**src/hw/rtl/pcir_pkg.sv**
```systemverilog
// pcir_pkg: shared widths and controller/datapath command and status types
// for the prime counting block; depends on nothing
package pcir_pkg;

    localparam int VALUE_BITS = 16;
    localparam int IN_W       = 16;
    localparam int COUNT_W    = 16;
    localparam int VAL_W      = (VALUE_BITS < IN_W) ? VALUE_BITS : IN_W;
    localparam int SQ_W       = VAL_W + 2;
    localparam int BIT_CNT_W  = (VAL_W > 1) ? $clog2(VAL_W) : 1;

    typedef struct packed {
        logic load;
        logic start_v;
        logic div_start;
        logic div_step;
        logic next_d;
        logic count_inc;
        logic next_v;
        logic publish;
    } t_cmd;

    typedef struct packed {
        logic empty;
        logic v_small;
        logic sq_over;
        logic div_last;
        logic rem_zero;
        logic v_last;
    } t_status;

endpackage

```
**src/hw/rtl/pcir_in_if.sv**
```systemverilog
// pcir_in_if: input channel carrying one range per beat
// depends on pcir_pkg for the field width
interface pcir_in_if;
    logic                      valid;
    logic                      ready;
    logic [pcir_pkg::IN_W-1:0] range_low;
    logic [pcir_pkg::IN_W-1:0] range_high;

    modport source (output valid, output range_low, output range_high, input ready);
    modport sink   (input valid, input range_low, input range_high, output ready);
endinterface

```
**src/hw/rtl/pcir_out_if.sv**
```systemverilog
// pcir_out_if: output channel carrying one prime count per beat
// depends on pcir_pkg for the field width
interface pcir_out_if;
    logic                         valid;
    logic                         ready;
    logic [pcir_pkg::COUNT_W-1:0] prime_count;

    modport source (output valid, output prime_count, input ready);
    modport sink   (input valid, input prime_count, output ready);
endinterface

```
**src/hw/rtl/pcir_dp.sv**
```systemverilog
// pcir_dp: datapath with range bounds, candidate and divisor registers,
// bit-serial remainder unit, prime counter and output register; uses pcir_pkg
module pcir_dp (
    input  logic                         i_clk,
    input  logic [pcir_pkg::IN_W-1:0]    i_range_low,
    input  logic [pcir_pkg::IN_W-1:0]    i_range_high,
    input  pcir_pkg::t_cmd               i_cmd,
    output pcir_pkg::t_status            o_status,
    output logic [pcir_pkg::COUNT_W-1:0] o_prime_count
);

    localparam int VW = pcir_pkg::VAL_W;
    localparam int SW = pcir_pkg::SQ_W;
    localparam int CW = pcir_pkg::COUNT_W;
    localparam int BW = pcir_pkg::BIT_CNT_W;

    logic [VW-1:0] r_lo, r_hi, r_v, r_d, r_rem, r_sh;
    logic [SW-1:0] r_dsq;
    logic [BW-1:0] r_bit;
    logic [CW-1:0] r_count, r_out;

    logic [VW:0]   shifted;
    logic [VW:0]   diff;
    logic [VW-1:0] n_rem;

    always_comb begin
        shifted = {r_rem, r_sh[VW-1]};
        diff    = shifted - {1'b0, r_d};
        if (shifted >= {1'b0, r_d}) begin
            n_rem = diff[VW-1:0];
        end else begin
            n_rem = shifted[VW-1:0];
        end
    end

    always_ff @(posedge i_clk) begin
        if (i_cmd.load) begin
            r_lo    <= i_range_low[VW-1:0];
            r_hi    <= i_range_high[VW-1:0];
            r_v     <= i_range_low[VW-1:0];
            r_count <= '0;
        end
        if (i_cmd.start_v) begin
            r_d   <= VW'(2);
            r_dsq <= SW'(4);
        end
        if (i_cmd.div_start) begin
            r_rem <= '0;
            r_sh  <= r_v;
            r_bit <= '0;
        end
        if (i_cmd.div_step) begin
            r_rem <= n_rem;
            r_sh  <= {r_sh[VW-2:0], 1'b0};
            r_bit <= r_bit + BW'(1);
        end
        if (i_cmd.next_d) begin
            r_d   <= r_d + VW'(1);
            r_dsq <= r_dsq + {1'b0, r_d, 1'b1};
        end
        if (i_cmd.count_inc && (r_count != {CW{1'b1}})) begin
            r_count <= r_count + CW'(1);
        end
        if (i_cmd.next_v) begin
            r_v <= r_v + VW'(1);
        end
        if (i_cmd.publish) begin
            r_out <= r_count;
        end
    end

    assign o_status.empty    = r_lo > r_hi;
    assign o_status.v_small  = r_v < VW'(2);
    assign o_status.sq_over  = r_dsq > {2'b00, r_v};
    assign o_status.div_last = r_bit == BW'(VW - 1);
    assign o_status.rem_zero = r_rem == '0;
    assign o_status.v_last   = r_v == r_hi;
    assign o_prime_count     = r_out;

endmodule

```
**src/hw/rtl/pcir_ctrl.sv**
```systemverilog
// pcir_ctrl: controller state machine sequencing candidates, divisors and
// remainder steps, and owning both channel handshakes; uses pcir_pkg
module pcir_ctrl (
    input  logic              i_clk,
    input  logic              i_rst_n,
    input  logic              i_in_valid,
    output logic              o_in_ready,
    output logic              o_out_valid,
    input  logic              i_out_ready,
    input  pcir_pkg::t_status i_status,
    output pcir_pkg::t_cmd    o_cmd
);

    typedef enum logic [2:0] {
        S_IDLE, S_SETUP, S_VAL, S_TEST, S_DIV, S_REM, S_ADV, S_FIN
    } t_state;

    t_state r_state, n_state;
    logic   out_free;

    assign out_free   = !o_out_valid || i_out_ready;
    assign o_in_ready = r_state == S_IDLE;

    always_comb begin
        n_state = r_state;
        o_cmd   = '0;
        unique case (r_state)
            S_IDLE: begin
                if (i_in_valid) begin
                    o_cmd.load = 1'b1;
                    n_state    = S_SETUP;
                end
            end
            S_SETUP: begin
                n_state = i_status.empty ? S_FIN : S_VAL;
            end
            S_VAL: begin
                if (i_status.v_small) begin
                    n_state = S_ADV;
                end else begin
                    o_cmd.start_v = 1'b1;
                    n_state       = S_TEST;
                end
            end
            S_TEST: begin
                if (i_status.sq_over) begin
                    o_cmd.count_inc = 1'b1;
                    n_state         = S_ADV;
                end else begin
                    o_cmd.div_start = 1'b1;
                    n_state         = S_DIV;
                end
            end
            S_DIV: begin
                o_cmd.div_step = 1'b1;
                if (i_status.div_last) begin
                    n_state = S_REM;
                end
            end
            S_REM: begin
                if (i_status.rem_zero) begin
                    n_state = S_ADV;
                end else begin
                    o_cmd.next_d = 1'b1;
                    n_state      = S_TEST;
                end
            end
            S_ADV: begin
                if (i_status.v_last) begin
                    n_state = S_FIN;
                end else begin
                    o_cmd.next_v = 1'b1;
                    n_state      = S_VAL;
                end
            end
            S_FIN: begin
                if (out_free) begin
                    o_cmd.publish = 1'b1;
                    n_state       = S_IDLE;
                end
            end
            default: n_state = S_IDLE;
        endcase
    end

    always_ff @(posedge i_clk) begin
        if (!i_rst_n) begin
            r_state     <= S_IDLE;
            o_out_valid <= 1'b0;
        end else begin
            r_state <= n_state;
            if (o_cmd.publish) begin
                o_out_valid <= 1'b1;
            end else if (i_out_ready) begin
                o_out_valid <= 1'b0;
            end
        end
    end

endmodule

```
**src/hw/rtl/prime_count_in_range_core.sv**
```systemverilog
// prime_count_in_range_core: counts primes in an inclusive range by trial division
// Depends on pcir_pkg, pcir_in_if, pcir_out_if, pcir_ctrl and pcir_dp.
// One range is worked at a time; the input is ready only while the block is idle, and the
// result sits in an output register so a new range is taken while it waits. Each candidate
// is tested against every trial divisor up to its square root in the one bit-serial
// remainder unit, which sets the rate.
module prime_count_in_range_core (
    input  logic i_clk,
    input  logic i_rst_n,
    pcir_in_if.sink    i_in,
    pcir_out_if.source o_out
);

    pcir_pkg::t_cmd    cmd;
    pcir_pkg::t_status status;

    pcir_ctrl u_ctrl (
        .i_clk       (i_clk),
        .i_rst_n     (i_rst_n),
        .i_in_valid  (i_in.valid),
        .o_in_ready  (i_in.ready),
        .o_out_valid (o_out.valid),
        .i_out_ready (o_out.ready),
        .i_status    (status),
        .o_cmd       (cmd)
    );

    pcir_dp u_dp (
        .i_clk         (i_clk),
        .i_range_low   (i_in.range_low),
        .i_range_high  (i_in.range_high),
        .i_cmd         (cmd),
        .o_status      (status),
        .o_prime_count (o_out.prime_count)
    );

endmodule

```
**src/flat_wrapper.sv**
```systemverilog
// flat-port wrapper written by rule: the top's interface ports become plain ports
module prime_count_in_range_core_flat 
  (i_clk, i_rst_n, i_in_valid, i_in_range_low, i_in_range_high, i_in_ready, o_out_valid, o_out_prime_count, o_out_ready);
  pcir_in_if i_in_i ();
  pcir_out_if o_out_i ();
  input  logic i_clk;
  input  logic i_rst_n;
  input wire logic [$bits(i_in_i.valid)-1:0] i_in_valid;
  input wire logic [$bits(i_in_i.range_low)-1:0] i_in_range_low;
  input wire logic [$bits(i_in_i.range_high)-1:0] i_in_range_high;
  output wire logic [$bits(i_in_i.ready)-1:0] i_in_ready;
  output wire logic [$bits(o_out_i.valid)-1:0] o_out_valid;
  output wire logic [$bits(o_out_i.prime_count)-1:0] o_out_prime_count;
  input wire logic [$bits(o_out_i.ready)-1:0] o_out_ready;
  assign i_in_i.valid = i_in_valid;
  assign i_in_i.range_low = i_in_range_low;
  assign i_in_i.range_high = i_in_range_high;
  assign i_in_ready = i_in_i.ready;
  assign o_out_valid = o_out_i.valid;
  assign o_out_prime_count = o_out_i.prime_count;
  assign o_out_i.ready = o_out_ready;
  prime_count_in_range_core u_core (.i_clk(i_clk), .i_rst_n(i_rst_n), .i_in(i_in_i), .o_out(o_out_i));
endmodule
```
**config.mk**
```make
export PLATFORM = sky130hd
export DESIGN_NAME = prime_count_in_range_core_flat
export DESIGN_NICKNAME = d
export VERILOG_FILES = /design/src/hw/rtl/pcir_pkg.sv /design/src/hw/rtl/pcir_in_if.sv /design/src/hw/rtl/pcir_out_if.sv /design/src/hw/rtl/pcir_dp.sv /design/src/hw/rtl/pcir_ctrl.sv /design/src/hw/rtl/prime_count_in_range_core.sv /design/src/flat_wrapper.sv
export SDC_FILE = /design/constraint.sdc
export NUM_CORES = 1
export LEC_CHECK = 0
export ABC_CLOCK_PERIOD_IN_PS = 3000
export BUFFER_PORTS_ARGS = -buffer_cell sky130_fd_sc_hd__buf_2
export CAP_MARGIN = 30
export CELL_PAD_IN_SITES_DETAIL_PLACEMENT = 0
export CELL_PAD_IN_SITES_GLOBAL_PLACEMENT = 1
export CORE_MARGIN = 4
export CORE_UTILIZATION = 45
export DETAILED_ROUTE_END_ITERATION = 8
export PLACE_DENSITY = 0.86
export SLEW_MARGIN = 0
export SYNTH_ARGS = -nofsm -noshare
export SYNTH_HDL_FRONTEND = slang
export SYNTH_HIERARCHICAL = 1
export SYNTH_SLANG_ARGS = --single-unit
```
**constraint.sdc**
```tcl
create_clock -name i_clk -period 3 [get_ports i_clk]
set_input_delay 0.45 -clock i_clk [delete_from_list [all_inputs] [get_ports i_clk]]
set_output_delay 0.45 -clock i_clk [all_outputs]
set_load 0.01 [all_outputs]
```
# Word level (Yosys, flattened, before mapping)

Index checks and enable logic that the tools add are counted.

Flip-flop bits (word level): 154
Logic and storage cells: 88

Order comparisons: 4
Muxes and demuxes: 41
Equal/unequal tests: 13
$add $sub $neg: 6
Reductions and logical operators: 11

Operators with widths:

| cell                    | number |
|---|---|
| $mux W16                | 11 |
| $add A16 B1 Y16 const B | 3 |
| $mux W18                | 2 |
| $pmux W3 S8             | 1 |
| $mux W3                 | 7 |
| $add A18 B17 Y18        | 1 |
| $gt A18 B16 Y1          | 1 |
| $ge A17 B16 Y1          | 1 |
| $mux W1                 | 17 |
| $eq A16 B16 Y1          | 1 |
| $gt A16 B16 Y1          | 1 |
| $logic_not A16 Y1       | 1 |
| $lt A16 B2 Y1 const B   | 1 |
| $ne A16 B16 Y1 const B  | 1 |
| $sub A16 B16 Y16        | 1 |
| $eq A3 B3 Y1 const B    | 4 |
| $reduce_bool A2 Y1      | 5 |
| $mux W4                 | 2 |
| $eq A3 B2 Y1 const B    | 2 |
| $add A4 B1 Y4 const B   | 1 |
| $eq A4 B4 Y1 const B    | 1 |
| $ne A2 B2 Y1 const B    | 2 |
| $eq A3 B1 Y1 const B    | 1 |
| $logic_not A3 Y1        | 1 |
| other kinds (6)         | 6 |

# Longest topological paths before layout

Gate-level depths: netlist of the first run.

Word-level depth: 5
Depth in mapped cells: 14
Mapped depth without buffers: 12

# Hierarchy

Netlist of the first run, hierarchy kept.

By module, submodules not included:

| module    | instances | cells each | area each (sq um) | sequential area each (sq um) |
|---|---|---|---|---|
| pcir_dp   | 1         | 819        | 8926.1            | 4494.3 |
| pcir_ctrl | 1         | 41         | 340.3             | 80.1 |

# Worst setup path before layout of the first run

No wires, ideal clock.

Path kind: register -> register
Start: reg u_core.u_dp.r_v[11]
End: reg u_core.u_dp.r_bit[0], enable pin
Stages on the path, launching flop included: 13
Arrival time: 2.542 ns
Setup time: 0.377 ns
Data required time: 2.623 ns
Clock period less this slack: 2.919 ns
Setup slack: 0.081 ns
Path through: edfxtp_1 clkbuf_1 inv_1 ha_1 a21o_1 a21o_1 a21oi_1 o211ai_1 nand3_1 a21oi_1 nor2_1 clkbuf_1 or2_2

RTL lines:

| what                     | RTL line      | source |
|---|---|---|
| start: declaration       | pcir_dp.sv:17 | `logic [VW-1:0] r_lo, r_hi, r_v, r_d, r_rem, r_sh;` |
| start signal: assignment | pcir_dp.sv:40 | `r_v <= i_range_low[VW-1:0];` |
| start signal: assignment | pcir_dp.sv:65 | `r_v <= r_v + VW'(1);` |
| end signal: assignment   | pcir_dp.sv:55 | `r_bit <= r_bit + BW'(1);` |
| end: declaration         | pcir_dp.sv:19 | `logic [BW-1:0] r_bit;` |

==> metrics.md, run 1 <==
| Metric | Value |
|---|---|
| WHS | `0.1970 ns` |
| Ant. Diodes | `0` |
| Main synth FF type | `edfxtp_1` |
| CTS Buf Count | `17` |
| Die X | `151.5 microns` |
| Slew headroom | `0.6078` |
| Worst reg2reg setup slack | `0.13 ns` |
| Hold Vio Cnt, Final | `0` |
| DR vias/cell | `about 5.3` |
| Min Tclk post-route | `2.871 ns` |
| CTS root buf | `clkbuf_16` |
| Final period util | `0.9569` |
| Crit. End Element | `flop` |
| Effective utilization at floorplan | `0.4580` |
| Mapped Area | `9266 sq um` |
| Wirelength per Cell | `15.95 microns` |
| Max_cap viols | `0` |
| Post-route cell area | `roughly 11000 sq um` |
| Fillers | `1741` |
| Die Area | `22950 sq um` |
| Cell taking the most area after synthesis | `edfxtp_1` |
| Int Pwr | `0.005003 W` |
| Largest net degree at the start of global routing | `36` |
| Register area share after synthesis | `0.4937` |
| CTS tree | `built` |
| Initial antenna violation count | `0` |
| Mean area per synthesized cell | `between 10 and 15 sq um` |
| TritonRoute pass-1 iters | `5` |
| Clk_lat worst skew | `approximately 0.43 ns` |
| CTS Buffer Depth | `2` |
| Max incr delay on CP | `0.46 ns` |
| Total vias in the final route | `6489` |
| Slew of the pin with the lowest slew margin | `0.5877 ns` |
| Vias in the first global route | `about 6300` |
| Switching portion of total power | `0.3264` |
| Slowest cell on crit path | `o21ai_0` |
| Final Skew | `0.01296 ns` |
| Async SR Flop Fraction | `0` |
| Sw power | `0.002424 W` |
| Initial drt markers | `412` |
| Row Count | `52` |
| Share of cells above drive strength 1 | `0.1549` |
| Placed cell areas | `9992 sq um` |
| Crit Path Category | `flop to flop` |
| YS warnings | `6` |
| # IOs | `54` |
| Die H | `151.5 microns` |
| Fmax | `348.3 MHz` |
| CTS H-tree depth | `4` |
| Register Area | `4574 sq um` |
| Detail Placement HPWL | `14310 microns` |
| Status | `finished, final reports clean` |
| Clock group share of total power | `0.308` |
| Distinct cells, synth | `70` |
| #FFs+latches synth | `154` |
| Hold bufs inserted after CTS | `0` |
| Final setup vio count | `0` |
| Antenna Nets Post-Route | `0` |
| Sink Count | `154` |
| Total gr overflow | `0` |
| CP cell instances | `inv_1 -> ha_1 -> a21o_1 -> a21o_1 -> a211oi_1 -> o211ai_1 -> nand3_1 -> a21oi_1 -> nor2_1 -> buf_4 -> nand2_1 -> o21ai_0` |
| Req. time, crit path | `3.15 ns` |
| RePlAce Congestion | `0.8067` |
| Final setup TNS | `0 ns` |
| Core Footprint | `20230 sq um` |
| Post-Syn Nets | `966` |
| Leak | `4.180 nW` |
| Commonest cells after routing, fill and taps aside | `edfxtp_1 (149), nor2_1 (75), nand2_1 (69), ha_1 (68), xnor2_1 (61)` |
| RSZ-0062 raised after global routing | `false` |
| Clk slew on worst S/H paths | `0.07 ns` |
| First-pass GRT wire length | `~32000 microns` |
| Peak supply drop | `337.9 uV` |
| CP Launch Type | `flop` |
| Most common cell after layout, fill and taps aside | `edfxtp_1` |
| Final net count | `1042` |
| PwrDens | `699.0 nW/um^2` |
| Cell count after synthesis | `860` |
| Post-synth EDFFs | `149` |
| IO buf count | `53` |
| Comb power frac | `0.284` |
| Most frequent CP cell | `a21o_1` |
| Final WL | `19450 microns` |
| Max FO, Critical Path | `10` |
| Worst min-delay path class | `input pin to flop` |
| Multi-input gate area | `4363 sq um` |
| Slew Viols, Final | `0` |
| Post-CTS setup buffer count | `0` |
| Dominant cells by area after synthesis | `edfxtp_1 (48%), ha_1 (9.2%), xnor2_1 (5.8%), nor2_1 (3.0%), nand2_1 (2.8%)` |
| Worst EP arrival | `3.02 ns` |
| GRT Resource Usage Total | `0.1762` |
| Post-layout util | `0.5250` |
| DRC viols | `0` |
| Area grow syn2layout | `14.65%` |
| Top cell type's share of synthesized area | `0.4829` |
| Reg power frac | `0.408` |
[routing by layer]
metal  GRT usage  up-vias  share of wire
met2      0.2823      132           0.46
met1      0.2485     3055           0.48
met4     0.04807        0          0.013
met3     0.03034       20          0.039
li1            -     3282              -
met5           0        -              0
[power groups by stage]
| stage | registers [W] | clock network (W) | logic, W |
|---|---|---|---|
| final | 0.00303 | 0.00229 | 0.00211 |
| after global routing | 0.00307 | 0.00243 | 0.00236 |
| after CTS | 0.00303 | 0.00233 | 0.00210 |
| after detailed placement | 0.00307 | 0 | 0.00209 |
| after global placement | 0.00306 | 0 | 0.00206 |
| after floorplan | 0.00299 | 0 | 0.00159 |
[cells by family after synthesis]
family / after synthesis / share of synthesized area
multiplexers: 15 / 0.01634
adder cells (fa/ha/maj): 70 / 0.09614
AND/OR/NAND/NOR: 300 / 0.1635
buffers and inverters: 85 / 0.03835
XOR/XNOR: 83 / 0.07845
AO/OA/AOI/OAI: 153 / 0.1136
flip-flops: 154 / 0.4937
[through the flow]
step | worst slack (ns) | instances | power (W)
floorplan | 0.08142 | 860 | 0.004582
global placement | 0.2301 | 1187 | 0.005119
detailed placement | 0.1522 | 1187 | 0.005158
CTS | 0.1322 | 1219 | 0.007461
global route | 0.01704 | 1219 | 0.007852
finish | 0.1293 | 1219 | 0.007427
[critical path, delay by kind of cell, from the launching register on]
family | cells | cell delay [ns]
compound gates | 6 | 1.33
flops | 1 | 0.39
simple gates | 3 | 0.33
buf+inv | 2 | 0.29
fa+ha+maj | 1 | 0.25
[synthesized netlist by cell type, types with 8 or more instances]
cell type	instances
mux2i_1	14
clkbuf_1	18
nor3_1	13
and2_1	35
o21a_1	8
nand2_1	69
xor2_1	22
nand4_1	19
edfxtp_1	149
inv_1	55
ha_1	68
nor2_1	75
nor4_1	12
a21oi_1	41
a21o_1	18
nand3_1	28
nor2b_1	9
xnor2_1	61
o21ai_0	37
and3_1	10
[worst paths after layout]
| kind | startpoint | endpoint | cells past startpoint |
|---|---|---|---|
| min reg2reg | u_core/u_dp/r_sh[0] | u_core/u_dp/r_sh[0] | 2 |
| max | u_core/u_dp/r_v[3] | u_core/u_dp/r_sh[15] | 12 |
| min | i_in_range_high[10] | u_core/u_dp/r_hi[10] | 1 |
| max reg2reg | u_core/u_dp/r_v[3] | u_core/u_dp/r_sh[15] | 12 |
[layout make-up]
cell class	instances	share of cell area
Clock inverter	15	0.01884
Multi-Input combinational cell	621	0.4107
Sequential cell	154	0.4306
Clock buffer	17	0.04004
Timing Repair Buffer	86	0.04829
Inverter	56	0.01979
Tap cell	270	0.03180
[flip-flops by register name, summed over array words and instances (netlist names), 4 cells and up]
name                       cells
u_core/u_dp/r_dsq             18
u_core/u_dp/r_rem             16
u_core/u_dp/r_d               16
u_core/u_dp/r_sh              16
u_core/u_dp/r_lo              16
u_core/u_dp/o_prime_count     16
u_core/u_dp/r_v               16
u_core/u_dp/r_bit              4
u_core/u_dp/r_hi              16
u_core/u_dp/r_count           16
[repair_timing]
item / in CTS / in global routing
setup endpoints to repair: 0 / 2
hold endpoints to repair: 0 / 0
gates resized for setup: 0 / 2
No activity file was read; power rests on OpenSTA's default activity.
==> inputs of run 2 (changes only) <==
--- a/config.mk
+++ b/config.mk
@@ -13,6 +13,7 @@
 export CORE_MARGIN = 4
 export CORE_UTILIZATION = 45
 export DETAILED_ROUTE_END_ITERATION = 8
+export GPL_TIMING_DRIVEN = 0
 export PLACE_DENSITY = 0.86
 export SLEW_MARGIN = 0
 export SYNTH_ARGS = -nofsm -noshare
==> metrics.md, run 2 (synthesized netlist as in run 1, its figures left out) <==
| Metric | Value |
|---|---|
| Status | `finished, final reports clean` |
| WHS | `0.1993 ns` |
| CTS Buf Count | `17` |
| Clk_lat worst skew | `0.42 ns` |
| IO buf count | `53` |
| Launch point of the worst reg-to-reg path | `u_core/u_dp/r_hi[1]` |
| Crit. End Element | `flop` |
| Slowest cell on crit path | `a2111oi_1` |
| Row Count | `between 50 and 60` |
| Leak | `4.120 nW` |
| CP Launch Point | `u_core/u_dp/r_hi[1]` |
| Wirelength per Cell | `16.45 microns` |
| Max reg flops | `18` |
| TritonRoute pass-1 iters | `5` |
| Commonest cells after routing, fill and taps aside | `edfxtp_1 (149), nor2_1 (75), nand2_1 (69), ha_1 (68), xnor2_1 (61)` |
| Die Area | `22950 sq um` |
| Slew headroom | `0.4395` |
| Min Tclk post-route | `2.811 ns` |
| Detail Placement HPWL | `15120 microns` |
| Fin worst setup slack | `0.1891 ns` |
| Hold Vio Cnt, Final | `0` |
| Final Skew | `about 0.0083 ns` |
| Total Power Consumption | `0.007189 W` |
| First-pass GRT wire length | `about 32000 microns` |
| Max FO, Critical Path | `2` |
| Die H | `between 150 and 200 microns` |
| Setup Slack @ Placement | `-0.5497 ns` |
| # IOs | `54` |
| Effective utilization at floorplan | `0.4580` |
| Vias in the first global route | `6411` |
| PwrDens | `680.0 nW/um^2` |
| Worst EP arrival | `approximately 3.1 ns` |
| Area grow syn2layout | `14.10%` |
| CP Launch Type | `flop` |
| Sink Count | `154` |
| Final setup TNS | `0 ns` |
| Final period util | `0.9370` |
| Max incr delay on CP | `0.47 ns` |
| DR vias/cell | `between 5 and 6` |
| Total vias in the final route | `6607` |
| Share of cells above drive strength 1 | `0.1485` |
| Largest Register | `u_core/u_dp/r_dsq` |
| CTS H-tree depth | `4` |
| RSZ-0062 raised after global routing | `false` |
| Antenna Nets Post-Route | `0` |
| CTS Buffer Depth | `2` |
| Most frequent CP cell | `o21a_1` |
| Req. time, crit path | `3.31 ns` |
| Worst min-delay path class | `input pin to flop` |
| CP Buf/Inv Count | `1` |
| GRT Resource Usage Total | `0.1799` |
| Initial drt markers | `360` |
| Die X | `~150 microns` |
| Largest net degree at the start of global routing | `35` |
| CTS tree | `built` |
| Most common cell after layout, fill and taps aside | `edfxtp_1` |
| Final WL | `20170 microns` |
| Final setup vio count | `0` |
| Total gr overflow | `0` |
| Post-layout util | `0.5225` |
| CTS root buf | `clkbuf_16` |
| Max_cap viols | `0` |
| Ant. Diodes | `0` |
| DRC viols | `0` |
| Critical path's top delay family | `compound AO/OA/AOI/OAI gates` |
| Core Footprint | `roughly 20000 sq um` |
| Fmax | `355.8 MHz` |
| Hold bufs inserted after CTS | `0` |
| Slew Viols, Final | `0` |
| Final net count | `1049` |
| Initial antenna violation count | `0` |
| Crit Path Category | `flop to flop` |
| Peak supply drop | `~440 uV` |
| Slew of the pin with the lowest slew margin | `roughly 0.84 ns` |
| Clk slew on worst S/H paths | `0.06 ns` |
| Worst Min Path Start | `i_in_range_high[9]` |
| CP cell instances | `inv_1 -> ha_1 -> nor2b_1 -> o21a_1 -> o21a_1 -> o21ai_0 -> a21oi_1 -> a2111oi_1 -> nor3_1 -> nand4bb_1 -> o211ai_1 -> o31a_1` |
| RePlAce Congestion | `0.8449` |
## run 2: layer usage
metal  vias up  track usage  wire (microns)  share of wire
met5         -            0               0              0
met4         0      0.04717             192         0.0095
met3        19      0.03183             949          0.047
met2       145       0.2938            9448           0.47
met1      3160       0.2490            9580           0.47
li1       3283            -               -              -
## run 2: through the flow
step	area (sq um)	instances
floorplan	9266	860
global placement	9869	1183
detailed placement	9883	1185
CTS	10480	1218
global route	10570	1226
finish	10570	1226
## run 2: final timing paths
kind / endpoint / slack, ns / cells after the start
worst max-delay path: u_core/u_ctrl/r_state[2] / 0.19 / 12
worst min-delay path: u_core/u_dp/r_hi[9] / 0.20 / 1
worst max register to register: u_core/u_ctrl/r_state[2] / 0.19 / 12
worst min register to register: u_core/u_dp/r_sh[0] / 0.51 / 2
## run 2: cell type report
cell class / count / area [sq um]
Fill cell: 1780 / 9662
Sequential cell: 154 / 4574
Multi-Input combinational cell: 622 / 4375
Clock buffer: 18 / 429.2
Timing Repair Buffer: 68 / 387.9
Tap cell: 270 / 337.8
Inverter: 56 / 210.2
Buffer: 24 / 133.9
Clock inverter: 14 / 123.9
## run 2: timing repair
action	4_1_cts	5_1_grt
setup endpoints to repair	66	90
cloned	1	0
hold endpoints to repair	0	0
pin swaps	1	0
setup buffers	2	11
resized for setup	7	8
## run 2: worst reg2reg max path: cells and delay by family (launching register included)
kind	cells	cell delay, ns
AOI/OAI and AO/OA	7	1.54
DFF	1	0.42
buffers and inverters	1	0.08
and+or+nand+nor	3	0.43
adders and majority gates	1	0.23
## run 2: power by group
part           internal (W)  total (W)  leakage (nW)  switching, W
Combinational      0.000882    0.00211          2.43       0.00123
Clock               0.00114    0.00202         0.253      0.000875
Sequential          0.00278    0.00307          1.44      0.000284
Total               0.00481    0.00719          4.12       0.00238
